[src/hps_pkg.sv]
// Shared types and constants for the Hamiltonian path search unit.
package hps_pkg;

    localparam int VTX_W  = 4;
    localparam int ROW_W  = 16;
    localparam int CNT_W  = 5;
    localparam int SLOTS  = 16;
    localparam int SLOT_W = 4;

    localparam logic MODE_LOAD   = 1'b0;
    localparam logic MODE_SEARCH = 1'b1;

    typedef struct packed {
        logic             mode;
        logic [VTX_W-1:0] row_index;
        logic [ROW_W-1:0] row_bits;
        logic [VTX_W-1:0] start_vertex;
    } t_in_item;

    typedef struct packed {
        logic             found;
        logic [VTX_W-1:0] path_vertex;
        logic             last;
    } t_out_item;

    typedef struct packed {
        logic [VTX_W-1:0] vtx;
        logic [CNT_W-1:0] nxt;
    } t_stk_entry;

    typedef struct packed {
        logic              we;
        logic [SLOT_W-1:0] waddr;
        t_stk_entry        wdata;
        logic              re;
        logic [SLOT_W-1:0] raddr;
    } t_stk_req;

    // index of the lowest set bit; zero for an empty word
    function automatic logic [VTX_W-1:0] lowest_bit(input logic [ROW_W-1:0] word);
        logic [VTX_W-1:0] idx;
        idx = '0;
        for (int i = ROW_W - 1; i >= 0; i--) begin
            if (word[i]) idx = VTX_W'(i);
        end
        return idx;
    endfunction

endpackage

[src/hps_adj_ram.sv]
// Adjacency row memory: one write port, one registered read port.
module hps_adj_ram
    import hps_pkg::*;
#(
    parameter int DEPTH = 16
) (
    input  logic                     i_clk,
    input  logic                     i_we,
    input  logic [$clog2(DEPTH)-1:0] i_waddr,
    input  logic [ROW_W-1:0]         i_wdata,
    input  logic                     i_re,
    input  logic [$clog2(DEPTH)-1:0] i_raddr,
    output logic [ROW_W-1:0]         o_rdata
);

    logic [ROW_W-1:0] r_mem [DEPTH];
    logic [ROW_W-1:0] r_rdata;

    always_ff @(posedge i_clk) begin
        if (i_we) begin
            r_mem[i_waddr] <= i_wdata;
        end
        if (i_re) begin
            r_rdata <= r_mem[i_raddr];
        end
    end

    assign o_rdata = r_rdata;

endmodule

[src/hps_stack_ram.sv]
// Search stack memory: path vertex and resume point per level.
module hps_stack_ram
    import hps_pkg::*;
(
    input  logic       i_clk,
    input  t_stk_req   i_req,
    output t_stk_entry o_rdata
);

    t_stk_entry r_mem [SLOTS];
    t_stk_entry r_rdata;

    always_ff @(posedge i_clk) begin
        if (i_req.we) begin
            r_mem[i_req.waddr] <= i_req.wdata;
        end
        if (i_req.re) begin
            r_rdata <= r_mem[i_req.raddr];
        end
    end

    assign o_rdata = r_rdata;

endmodule

[src/hamiltonian_path_search_unit.sv]
// Hamiltonian path search unit: backtracking depth-first search over a stored graph.
//
// Input channel (i_in_valid / o_in_stall) carries items of two kinds. A load item
// writes one adjacency row and gives no result. A search item runs a backtracking
// search from its start vertex over the first vertex_count vertices (capped at ADJ_DEPTH).
// Output channel (o_out_valid / i_out_stall) returns the path one vertex per item,
// last marked, or a single item with found low when no path exists.
// i_cfg_we / i_cfg_wdata write vertex_count (reset value 16). The user is to write it
// while the unit is idle; the unit does not enforce this. Each search step is an
// adjacency read (S_CHK) then a scan (S_SCAN); a backtrack adds a stack read (S_POP)
// to restore the level below. The step count depends on the graph and is at least one
// per vertex; the worst case is exponential in n. Emission reads each path vertex but
// the last back from the stack memory (S_ORD, then S_OWR); the last comes from the
// current vertex register. New items wait (o_in_stall high) until the last result has
// been placed in the output register.
// A stalled result holds in the output register; the unit waits for it.
// Reset clears control state and the output valid flag and sets vertex_count to 16; memory contents stay.
module hamiltonian_path_search_unit
    import hps_pkg::*;
#(
    parameter int MAX_VERTICES = 16
) (
    input  logic             i_clk,
    input  logic             i_rst_n,
    input  logic             i_cfg_we,
    input  logic [CNT_W-1:0] i_cfg_wdata,
    input  logic             i_in_valid,
    output logic             o_in_stall,
    input  t_in_item         i_in_item,
    output logic             o_out_valid,
    input  logic             i_out_stall,
    output t_out_item        o_out_item
);

    localparam int ADJ_DEPTH = (MAX_VERTICES < SLOTS) ? MAX_VERTICES : SLOTS;
    localparam int ADJ_AW    = $clog2(ADJ_DEPTH);
    localparam logic [CNT_W-1:0] CAP = CNT_W'(ADJ_DEPTH);

    localparam logic [2:0] S_IDLE = 3'd0;
    localparam logic [2:0] S_CHK  = 3'd1;
    localparam logic [2:0] S_SCAN = 3'd2;
    localparam logic [2:0] S_POP  = 3'd3;
    localparam logic [2:0] S_FAIL = 3'd4;
    localparam logic [2:0] S_ORD  = 3'd5;
    localparam logic [2:0] S_OWR  = 3'd6;

    logic [2:0]        r_state, n_state;
    logic [CNT_W-1:0]  r_vc;
    logic [CNT_W-1:0]  r_n, n_n;
    logic [VTX_W-1:0]  r_start, n_start;
    logic [ROW_W-1:0]  r_vis, n_vis;
    logic [CNT_W-1:0]  r_depth, n_depth;
    logic [VTX_W-1:0]  r_cur_v, n_cur_v;
    logic [CNT_W-1:0]  r_cur_nx, n_cur_nx;
    logic [SLOT_W-1:0] r_k, n_k;
    logic              r_out_valid, n_out_valid;
    t_out_item         r_out, n_out;

    logic              in_acc;
    logic              out_free;
    logic [CNT_W-1:0]  cnt_use;
    logic              adj_we;
    logic              adj_re;
    logic [ROW_W-1:0]  adj_rdata;
    t_stk_req          stk_req;
    t_stk_entry        stk_rdata;
    logic [ROW_W-1:0]  cand;
    logic [VTX_W-1:0]  pick;

    assign in_acc   = i_in_valid && (r_state == S_IDLE);
    assign out_free = !r_out_valid || !i_out_stall;
    assign cnt_use  = (r_vc > CAP) ? CAP : r_vc;

    assign cand = adj_rdata & ~r_vis & ~(ROW_W'(1) << r_cur_v)
                & ~({ROW_W{1'b1}} << r_n) & ({ROW_W{1'b1}} << r_cur_nx);
    assign pick = lowest_bit(cand);

    assign adj_we = in_acc && (i_in_item.mode == MODE_LOAD)
                 && ({1'b0, i_in_item.row_index} < CAP);
    assign adj_re = (r_state == S_CHK) && (r_depth < r_n);

    hps_adj_ram #(
        .DEPTH (ADJ_DEPTH)
    ) u_adj (
        .i_clk   (i_clk),
        .i_we    (adj_we),
        .i_waddr (i_in_item.row_index[ADJ_AW-1:0]),
        .i_wdata (i_in_item.row_bits),
        .i_re    (adj_re),
        .i_raddr (r_cur_v[ADJ_AW-1:0]),
        .o_rdata (adj_rdata)
    );

    hps_stack_ram u_stk (
        .i_clk   (i_clk),
        .i_req   (stk_req),
        .o_rdata (stk_rdata)
    );

    always_comb begin
        n_state     = r_state;
        n_n         = r_n;
        n_start     = r_start;
        n_vis       = r_vis;
        n_depth     = r_depth;
        n_cur_v     = r_cur_v;
        n_cur_nx    = r_cur_nx;
        n_k         = r_k;
        n_out       = r_out;
        n_out_valid = r_out_valid && i_out_stall;
        stk_req     = '0;

        unique case (r_state)
            S_IDLE: begin
                if (in_acc && (i_in_item.mode == MODE_SEARCH)) begin
                    n_n     = cnt_use;
                    n_start = i_in_item.start_vertex;
                    if ((cnt_use == '0) || ({1'b0, i_in_item.start_vertex} >= cnt_use)) begin
                        n_state = S_FAIL;
                    end else begin
                        n_vis    = ROW_W'(1) << i_in_item.start_vertex;
                        n_cur_v  = i_in_item.start_vertex;
                        n_cur_nx = '0;
                        n_depth  = CNT_W'(1);
                        n_state  = S_CHK;
                    end
                end
            end
            S_CHK: begin
                if (r_depth >= r_n) begin
                    n_k     = '0;
                    n_state = S_ORD;
                end else begin
                    n_state = S_SCAN;
                end
            end
            S_SCAN: begin
                if (cand != '0) begin
                    stk_req.we        = 1'b1;
                    stk_req.waddr     = SLOT_W'(r_depth - CNT_W'(1));
                    stk_req.wdata.vtx = r_cur_v;
                    stk_req.wdata.nxt = CNT_W'(pick) + CNT_W'(1);
                    n_vis    = r_vis | (ROW_W'(1) << pick);
                    n_cur_v  = pick;
                    n_cur_nx = '0;
                    n_depth  = r_depth + CNT_W'(1);
                    n_state  = S_CHK;
                end else begin
                    n_vis   = r_vis & ~(ROW_W'(1) << r_cur_v);
                    n_depth = r_depth - CNT_W'(1);
                    if (r_depth == CNT_W'(1)) begin
                        n_state = S_FAIL;
                    end else begin
                        stk_req.re    = 1'b1;
                        stk_req.raddr = SLOT_W'(r_depth - CNT_W'(2));
                        n_state       = S_POP;
                    end
                end
            end
            S_POP: begin
                n_cur_v  = stk_rdata.vtx;
                n_cur_nx = stk_rdata.nxt;
                n_state  = S_CHK;
            end
            S_FAIL: begin
                if (out_free) begin
                    n_out_valid       = 1'b1;
                    n_out.found       = 1'b0;
                    n_out.path_vertex = r_start;
                    n_out.last        = 1'b1;
                    n_state           = S_IDLE;
                end
            end
            S_ORD: begin
                if ({1'b0, r_k} == (r_n - CNT_W'(1))) begin
                    if (out_free) begin
                        n_out_valid       = 1'b1;
                        n_out.found       = 1'b1;
                        n_out.path_vertex = r_cur_v;
                        n_out.last        = 1'b1;
                        n_state           = S_IDLE;
                    end
                end else begin
                    stk_req.re    = 1'b1;
                    stk_req.raddr = r_k;
                    n_state       = S_OWR;
                end
            end
            S_OWR: begin
                if (out_free) begin
                    n_out_valid       = 1'b1;
                    n_out.found       = 1'b1;
                    n_out.path_vertex = stk_rdata.vtx;
                    n_out.last        = 1'b0;
                    n_k               = r_k + SLOT_W'(1);
                    n_state           = S_ORD;
                end
            end
            default: begin
                n_state = S_IDLE;
            end
        endcase
    end

    always_ff @(posedge i_clk) begin
        if (!i_rst_n) begin
            r_state     <= S_IDLE;
            r_vc        <= CNT_W'(16);
            r_out_valid <= 1'b0;
            r_depth     <= '0;
            r_vis       <= '0;
        end else begin
            r_state     <= n_state;
            r_out_valid <= n_out_valid;
            r_depth     <= n_depth;
            r_vis       <= n_vis;
            if (i_cfg_we) begin
                r_vc <= i_cfg_wdata;
            end
        end
    end

    always_ff @(posedge i_clk) begin
        r_n      <= n_n;
        r_start  <= n_start;
        r_cur_v  <= n_cur_v;
        r_cur_nx <= n_cur_nx;
        r_k      <= n_k;
        r_out    <= n_out;
    end

    assign o_in_stall  = (r_state != S_IDLE);
    assign o_out_valid = r_out_valid;
    assign o_out_item  = r_out;

endmodule

[config.mk]
export PLATFORM = sky130hd
export DESIGN_NAME = hamiltonian_path_search_unit
export DESIGN_NICKNAME = d
export VERILOG_FILES = /design/src/hps_pkg.sv /design/src/hps_adj_ram.sv /design/src/hps_stack_ram.sv /design/src/hamiltonian_path_search_unit.sv
export SDC_FILE = /design/constraint.sdc
export NUM_CORES = 1
export LEC_CHECK = 0
export ABC_CLOCK_PERIOD_IN_PS = 9200
export BUFFER_PORTS_ARGS = -buffer_cell sky130_fd_sc_hd__buf_2
export CORE_UTILIZATION = 41
export DETAILED_ROUTE_END_ITERATION = 16
export PLACE_DENSITY_LB_ADDON = 0.15
export SETUP_SLACK_MARGIN = 0.5
export SLEW_MARGIN = 25
export SYNTH_ARGS = -nofsm -noshare
export SYNTH_HDL_FRONTEND = slang
export SYNTH_SLANG_ARGS = --single-unit
[constraint.sdc]
create_clock -name i_clk -period 9.2 [get_ports i_clk]
set_input_delay 1.38 -clock i_clk [delete_from_list [all_inputs] [get_ports i_clk]]
set_output_delay 1.38 -clock i_clk [all_outputs]
set_load 0.01 [all_outputs]
; Word-level counts from Yosys, hierarchy flattened
; Memory sizes are Yosys's and may differ from the RTL's. A register that Yosys moved wholly into a read port is not among the register bits.
; Cells that the tools add are included.
[totals]
reg_bits = 58
ram_bits = 400
inputBits = 35
out_inout_bits = 8
wordCells = 143
memories = 2
[memory_table]
columns = name, depth, word_bits, read_ports, rd_ports_with_merged_regs, wr, line_no
row1 = u_adj.r_mem, 16, 16, 1, 1, 1, hps_adj_ram.sv:16  ; logic [ROW_W-1:0] r_mem [DEPTH];
row2 = u_stk.r_mem, 16, 9, 1, 1, 1, hps_stack_ram.sv:10  ; t_stk_entry r_mem [SLOTS];
[classes]
addsub = 6
n_lt_le_gt_ge = 4
n_eq_ne = 16
shifts = 5
muxes = 63
bitwise_logic = 10
reduce_logical = 24
[ops]
columns = operator, count
row1 = 2-to-1 mux 4 bit, 21
row2 = bitwise AND 16 bit, 5
row3 = 2-to-1 mux 5 bit, 10
row4 = 2-to-1 mux 16 bit, 3
row5 = NOT 16 bit, 3
row6 = "left shift 1 x 4 -> 16 bit, first input constant", 3
row7 = one-hot mux 16 bit (2 select lines), 1
row8 = "left shift 16 x 5 -> 16 bit, first input constant", 2
row9 = 2-to-1 mux 14 bit, 2
row10 = 2-to-1 mux 3 bit, 8
row11 = 2-to-1 mux 6 bit, 4
row12 = one-hot mux 3 bit (7 select lines), 1
row13 = one-hot mux 5 bit (2 select lines), 2
row14 = one-hot mux 6 bit (3 select lines), 1
row15 = OR 16 bit, 1
row16 = nonzero test 16 bit, 1
row17 = one-hot mux 5 bit (3 select lines), 1
row18 = "inequality test 2 bit, second input constant", 6
row19 = one-hot mux 4 bit (3 select lines), 1
row20 = "subtractor 5 x 1 -> 5 bit, second input constant", 2
row21 = "equality test 3 bit, second input constant", 3
row22 = nonzero test 3 bit, 3
row23 = one-hot mux 4 bit (2 select lines), 1
row24 = "equality test 3 x 2 -> 1 bit, second input constant", 2
row25 = other kinds (26), 41

; Longest topological paths before layout
[depth]
word_depth = 26
mapped_depth = 16
mapped_depth_nobuf = 16

; Hierarchy
; From an unflattened synthesis, not the netlist that was laid out.
[unflattened]
cells_unflattened = 1239
hier_area_um2 = 20701.1
[by_module_without_submodules]
columns = module, n_inst, cells_each, area_each_um2, seq_area_each_um2
row1 = hps_adj_ram, 1, 432, 10202.3, 8167.8
row2 = hps_stack_ram, 1, 254, 5870.6, 4594.4
row3 = hamiltonian_path_search_unit, 1, 553, 4628.2, 1441.4

; Worst setup path after synthesis
; No wires, ideal clock.
[synth_timing]
path_type = input -> register
startpoint = input i_in_item[0] in the netlist's numbering
endpoint = register r_vis[2]
setup_time_ps = 125
t_arrival_ps = 3836
t_required_ps = 9075
slack_ps = 5239
cell_stages = 13
path_buffers = 2
cell_sequence = clkbuf_1 > inv_1 > ha_1 > nand2b_1 > a21o_1 > a21o_1 > a211o_1 > a21bo_2 > a21oi_2 > buf_2 > o21ai_0 > a222oi_1 > nor2_1
[synth_between]
elab_chain_cells = 4
word_cells_on_any_way = 8
cone_classes = order compare: 1 / eq/ne: 1 / shift: 1 / mux: 3 / reduce/logical: 2
[synth_rtl]
columns = item, line_no
row1 = start: declaration, hamiltonian_path_search_unit.sv:29  ; input t_in_item i_in_item,
row2 = greater-or-equal comparator 4 x 5 -> 1 bit / left shift 1 x 4 -> 16 bit (equally long branches), "hamiltonian_path_search_unit.sv:118, hamiltonian_path_search_unit.sv:121"
row3 = logical OR 1 bit / 2-to-1 mux 16 bit (equally long branches), hamiltonian_path_search_unit.sv:118  ; if ((cnt_use == '0) || ({1'b0, i_in_item.start_vertex} >= cnt_use)) begin
row4 = inequality test 2 bit (no line) / 2-to-1 mux 16 bit (equally long branches), n/a
row5 = AND reduction 3 bit (no line) / one-hot mux 16 bit (2 select lines) (equally long branches), n/a
row6 = end signal: assignment, hamiltonian_path_search_unit.sv:216  ; r_vis <= n_vis;
row7 = end: declaration, hamiltonian_path_search_unit.sv:51  ; logic [ROW_W-1:0] r_vis, n_vis;
; Parallel ways exist; a longest one is shown, timed or not. The select of a mux whose other input is x is not followed.
; A chain may end at the register's enable or synchronous reset.

; Worst setup path after layout
[layout_timing]
startpoint = register r_cur_v[1]
endpoint = memory u_stk.r_mem[4][2] in the netlist's numbering, enable pin
[layout_between]
elab_chain_cells = 10
[layout_rtl]
columns = item, line_no
row1 = start: declaration, hamiltonian_path_search_unit.sv:53  ; logic [VTX_W-1:0] r_cur_v, n_cur_v;
row2 = start signal: assignment, hamiltonian_path_search_unit.sv:226  ; r_cur_v <= n_cur_v;
row3 = left shift 1 x 4 -> 16 bit *, hamiltonian_path_search_unit.sv:74  ; assign cand = adj_rdata & ~r_vis & ~(ROW_W'(1) << r_cur_v)
row4 = NOT 16 bit *, hamiltonian_path_search_unit.sv:74
row5 = bitwise AND 16 bit *, hamiltonian_path_search_unit.sv:74
row6 = bitwise AND 16 bit * (2 in a row), hamiltonian_path_search_unit.sv:75  ; & ~({ROW_W{1'b1}} << r_n) & ({ROW_W{1'b1}} << r_cur_nx);
row7 = nonzero test 16 bit *, hamiltonian_path_search_unit.sv:138  ; if (cand != '0) begin
row8 = 2-to-1 mux 14 bit *, hamiltonian_path_search_unit.sv:138
row9 = 2-to-1 mux 14 bit *, hamiltonian_path_search_unit.sv:113  ; unique case (r_state)
row10 = 2-to-1 mux 1 bit, hps_stack_ram.sv:14  ; if (i_req.we) begin
row11 = 2-to-1 mux 1 bit (not written as such), hps_stack_ram.sv:15  ; r_mem[i_req.waddr] <= i_req.wdata;
row12 = end: declaration, hps_stack_ram.sv:10
; Mark *: on every way between the ends. The rest lies on a longest branch, timed or not.

==> impl_metrics.ini <==
[outcome]
outcome = finished clean

[worst_setup_path]
cp_cell_sequence = buf_4 > buf_4 > nand2b_1 > o21ai_0 > o41a_1 > and2_1 > nand3_1 > nand2_1 > or3_1 > nor2_1
crit_top_cell = buf_4
path_max_fanout = 42
cpMaxStageDelayCell = nor2_1
critPathRequiredTime_ps = 9400
start_kind = flop
worst_path_largest_cell_delay_ps = 780
path_class = reg2reg
rrSetupSlack_ps = 4120
cp-startpoint = r_cur_v[1]
r2r-start = r_cur_v[1]
cp.depth = 10
cp-end-kind = flop
critPathTopFamily = simple AND/OR/NAND/NOR gates
crit_buf_inv = 2
r2r-end = u_stk.r_mem[4][2]
crit_end = u_stk.r_mem[4][2]
worst_ep_arrival_time_ps = 5270
reg2reg_depth = 10

[die]
core_area_um2 = 50100
die-height_um = 227
start_util = 0.414
die_area_um2 = 51500
die_x_um = 227
num_rows = 82
ios = 43

[finish]
drive_gt1_frac = 0.231
regArea_um2 = 14200
area_delta_synth_final_pct = 12.7
fin_area_um2 = 23400
final_cell_mix = 453 x edfxtp_1, 80 x mux4_2, 70 x nand2_1
final_nets = 1406
num_antenna_cells = 0
multi_input_area_um2 = 6180
num-fill-cells = 4405
finalNonFillerCells = 2056
mostFrequentLayoutCell = edfxtp_1

[placement]
globalplace.congestion = 0.882
placed_cells = 1962
port_buffers = 42
pre_cts_ws_ps = 4160
dpl_cell_area_um2 = 21700
hpwl_um = 33500

[global_route]
grt_pass1_vias = 12000
overflow = 0
grt_max_degree = 63
grt_pass1_wl_um = 78500
grt.total_usage = 0.210
antenna_found_initial = 4

[synth]
synth_seq_cells = 483
yosysWarningCount = 0
synth_edf_count = 453
yosysSeqAreaShare = 0.685
syn-cell-area_um2 = 20700
synthFlopType = edfxtp_1
synthesis.nets = 1351
ys_types = 87
syn_area_per_cell_um2 = 16.1
async_flop_share = 0
syn_inst = 1290

[sta]
hold_viol_final = 0
relSlewSlack = 0.309
slew_viol_final = 0
period_needed_ps = 5080
tns_ps = 0
worstMarginPinSlew_ps = 1030
fin_worst_skew_ps = 25.9
rsz0062_at_grt = false
setup_violations = 0
worst_slack_ps = 4120
fmax_ghz = 0.197
timing.final.crit_share = 0.552

[pwr]
switching_share = 0.241
vdd_drop_max_v = 0.000146
power_density_nw_per_um2 = 211
p_sw_mw = 1.19
power.leakage_nw = 7.95
pwr-share-seq = 0.502
p_int_mw = 3.74
power_frac_comb = 0.097
pwr-share-clk = 0.400

[detailed_routing]
avgViaCountPerCell = 5.79
postRouteAntennaNets = 0
dr.pass1.iters = 8
drt_iter0_drc = 1121
num_vias = 11900
drt_wl_total_um = 52700
drt_drc_violations_left = 0
detail_route.wl_per_cell_um = 25.6

[clock_tree]
numCtsBuffers = 52
ctsResizeCount = 0
cts_tree = done
cts_hold_buf = 0
clk_transition_reported_paths_ps = 60
cts.sinks = 483
clockBufferDepth = 3
cts_setup_buffers = 0
insertion_delay_ps = 590
htree_levels = 2
cts_root_buf = clkbuf_16

[job]
maxCapViolCount = 0

[worst_hold_path]
hold_path.class = reg2reg
-- layer usage --
layer,global-route usage,part of all wire,vias up
met5,0,0.00025,-
met4,0.0580,0.022,2
met3,0.0340,0.054,84
met2,0.321,0.46,356
met1,0.311,0.47,6203
li1,-,-,5257
-- power groups by stage --
stage               combinational (mW)  sequential, mW  clock (mW)
floorplan                        0.332            2.50           0
global route                     0.519            2.48        2.09
CTS                              0.477            2.48        2.02
global placement                 0.475            2.52           0
finish                           0.480            2.48        1.98
detailed placement               0.475            2.52           0
-- cells by family (layout without fill, tap and decap cells) --
kind of cell / count (synthesis) / after routing / synth area share
DFF: 483 / 483 / 0.685
and+or+nand+nor: 313 / 313 / 0.0812
AOI/OAI and AO/OA: 203 / 203 / 0.0677
muxes: 148 / 148 / 0.122
buffers and inverters: 103 / 197 / 0.0224
adders and majority gates: 26 / 26 / 0.0157
xor gates and xnor gates: 14 / 14 / 0.00591
-- layout make-up --
| cell class | instances | area share |
|---|---|---|
| clock buffers | 65 | 0.0577 |
| flip-flops and latches | 483 | 0.607 |
| well taps | 672 | 0.0360 |
| inverters | 32 | 0.00514 |
| clock inverters | 28 | 0.0101 |
| repair buffers | 72 | 0.0195 |
| multi-input cells | 704 | 0.264 |
-- Yosys cell counts (10+ instances only) --
library cell	instances	area, um^2
ha_1	26	325
clkbuf_1	34	128
inv_1	29	109
buf_2	16	80.1
nor2_1	79	297
a222oi_1	10	100
buf_1	12	45.0
edfxtp_1	453	13600
a21oi_1	33	165
and2_1	12	75.1
and3_1	13	81.3
nand4_1	14	87.6
o22ai_1	16	100
nand2b_1	19	119
nand2_1	70	263
nor2b_1	11	68.8
mux2i_1	26	260
nand3_1	19	95.1
mux2_2	42	473
xnor2_1	10	87.6
dfxtp_1	30	601
a211o_1	11	96.3
nor3_1	17	85.1
o21ai_0	53	265
mux4_2	80	1800
-- stage by stage --
step            util  hold WS (ps)  power [mW]
2_1_floorplan      -           435        2.83
3_3_place_gp   0.434           453        3.00
3_5_place_dp   0.434           450        3.00
4_1_cts        0.466           463        4.97
5_1_grt        0.467           492        5.09
6_report       0.467           468        4.93
-- worst min path at each step --
| stage | depth (start not counted) | slack (ps) | start | to |
|---|---|---|---|---|
| 3_3_place_gp | 0 | 450 | r_vc[4] | r_n[4] |
| 5_1_grt | 0 | 490 | r_vc[4] | r_n[4] |
| 2_1_floorplan | 2 | 430 | r_vis[11] | r_vis[11] |
| 3_5_place_dp | 0 | 450 | r_vc[4] | r_n[4] |
| 4_1_cts | 0 | 460 | r_vc[4] | r_n[4] |
| 6_report | 0 | 470 | r_vc[4] | r_n[4] |
-- registers in the layout (all words and copies together), names as in the netlist, 5 cells and up --
name           cells
o_out_item         6
r_cur_nx           5
r_depth            5
r_n                5
r_vc               5
r_vis             16
u_adj.o_rdata     16
u_adj.r_mem      256
u_stk.o_rdata      9
u_stk.r_mem      144
(Power assumes the default switching activity.)
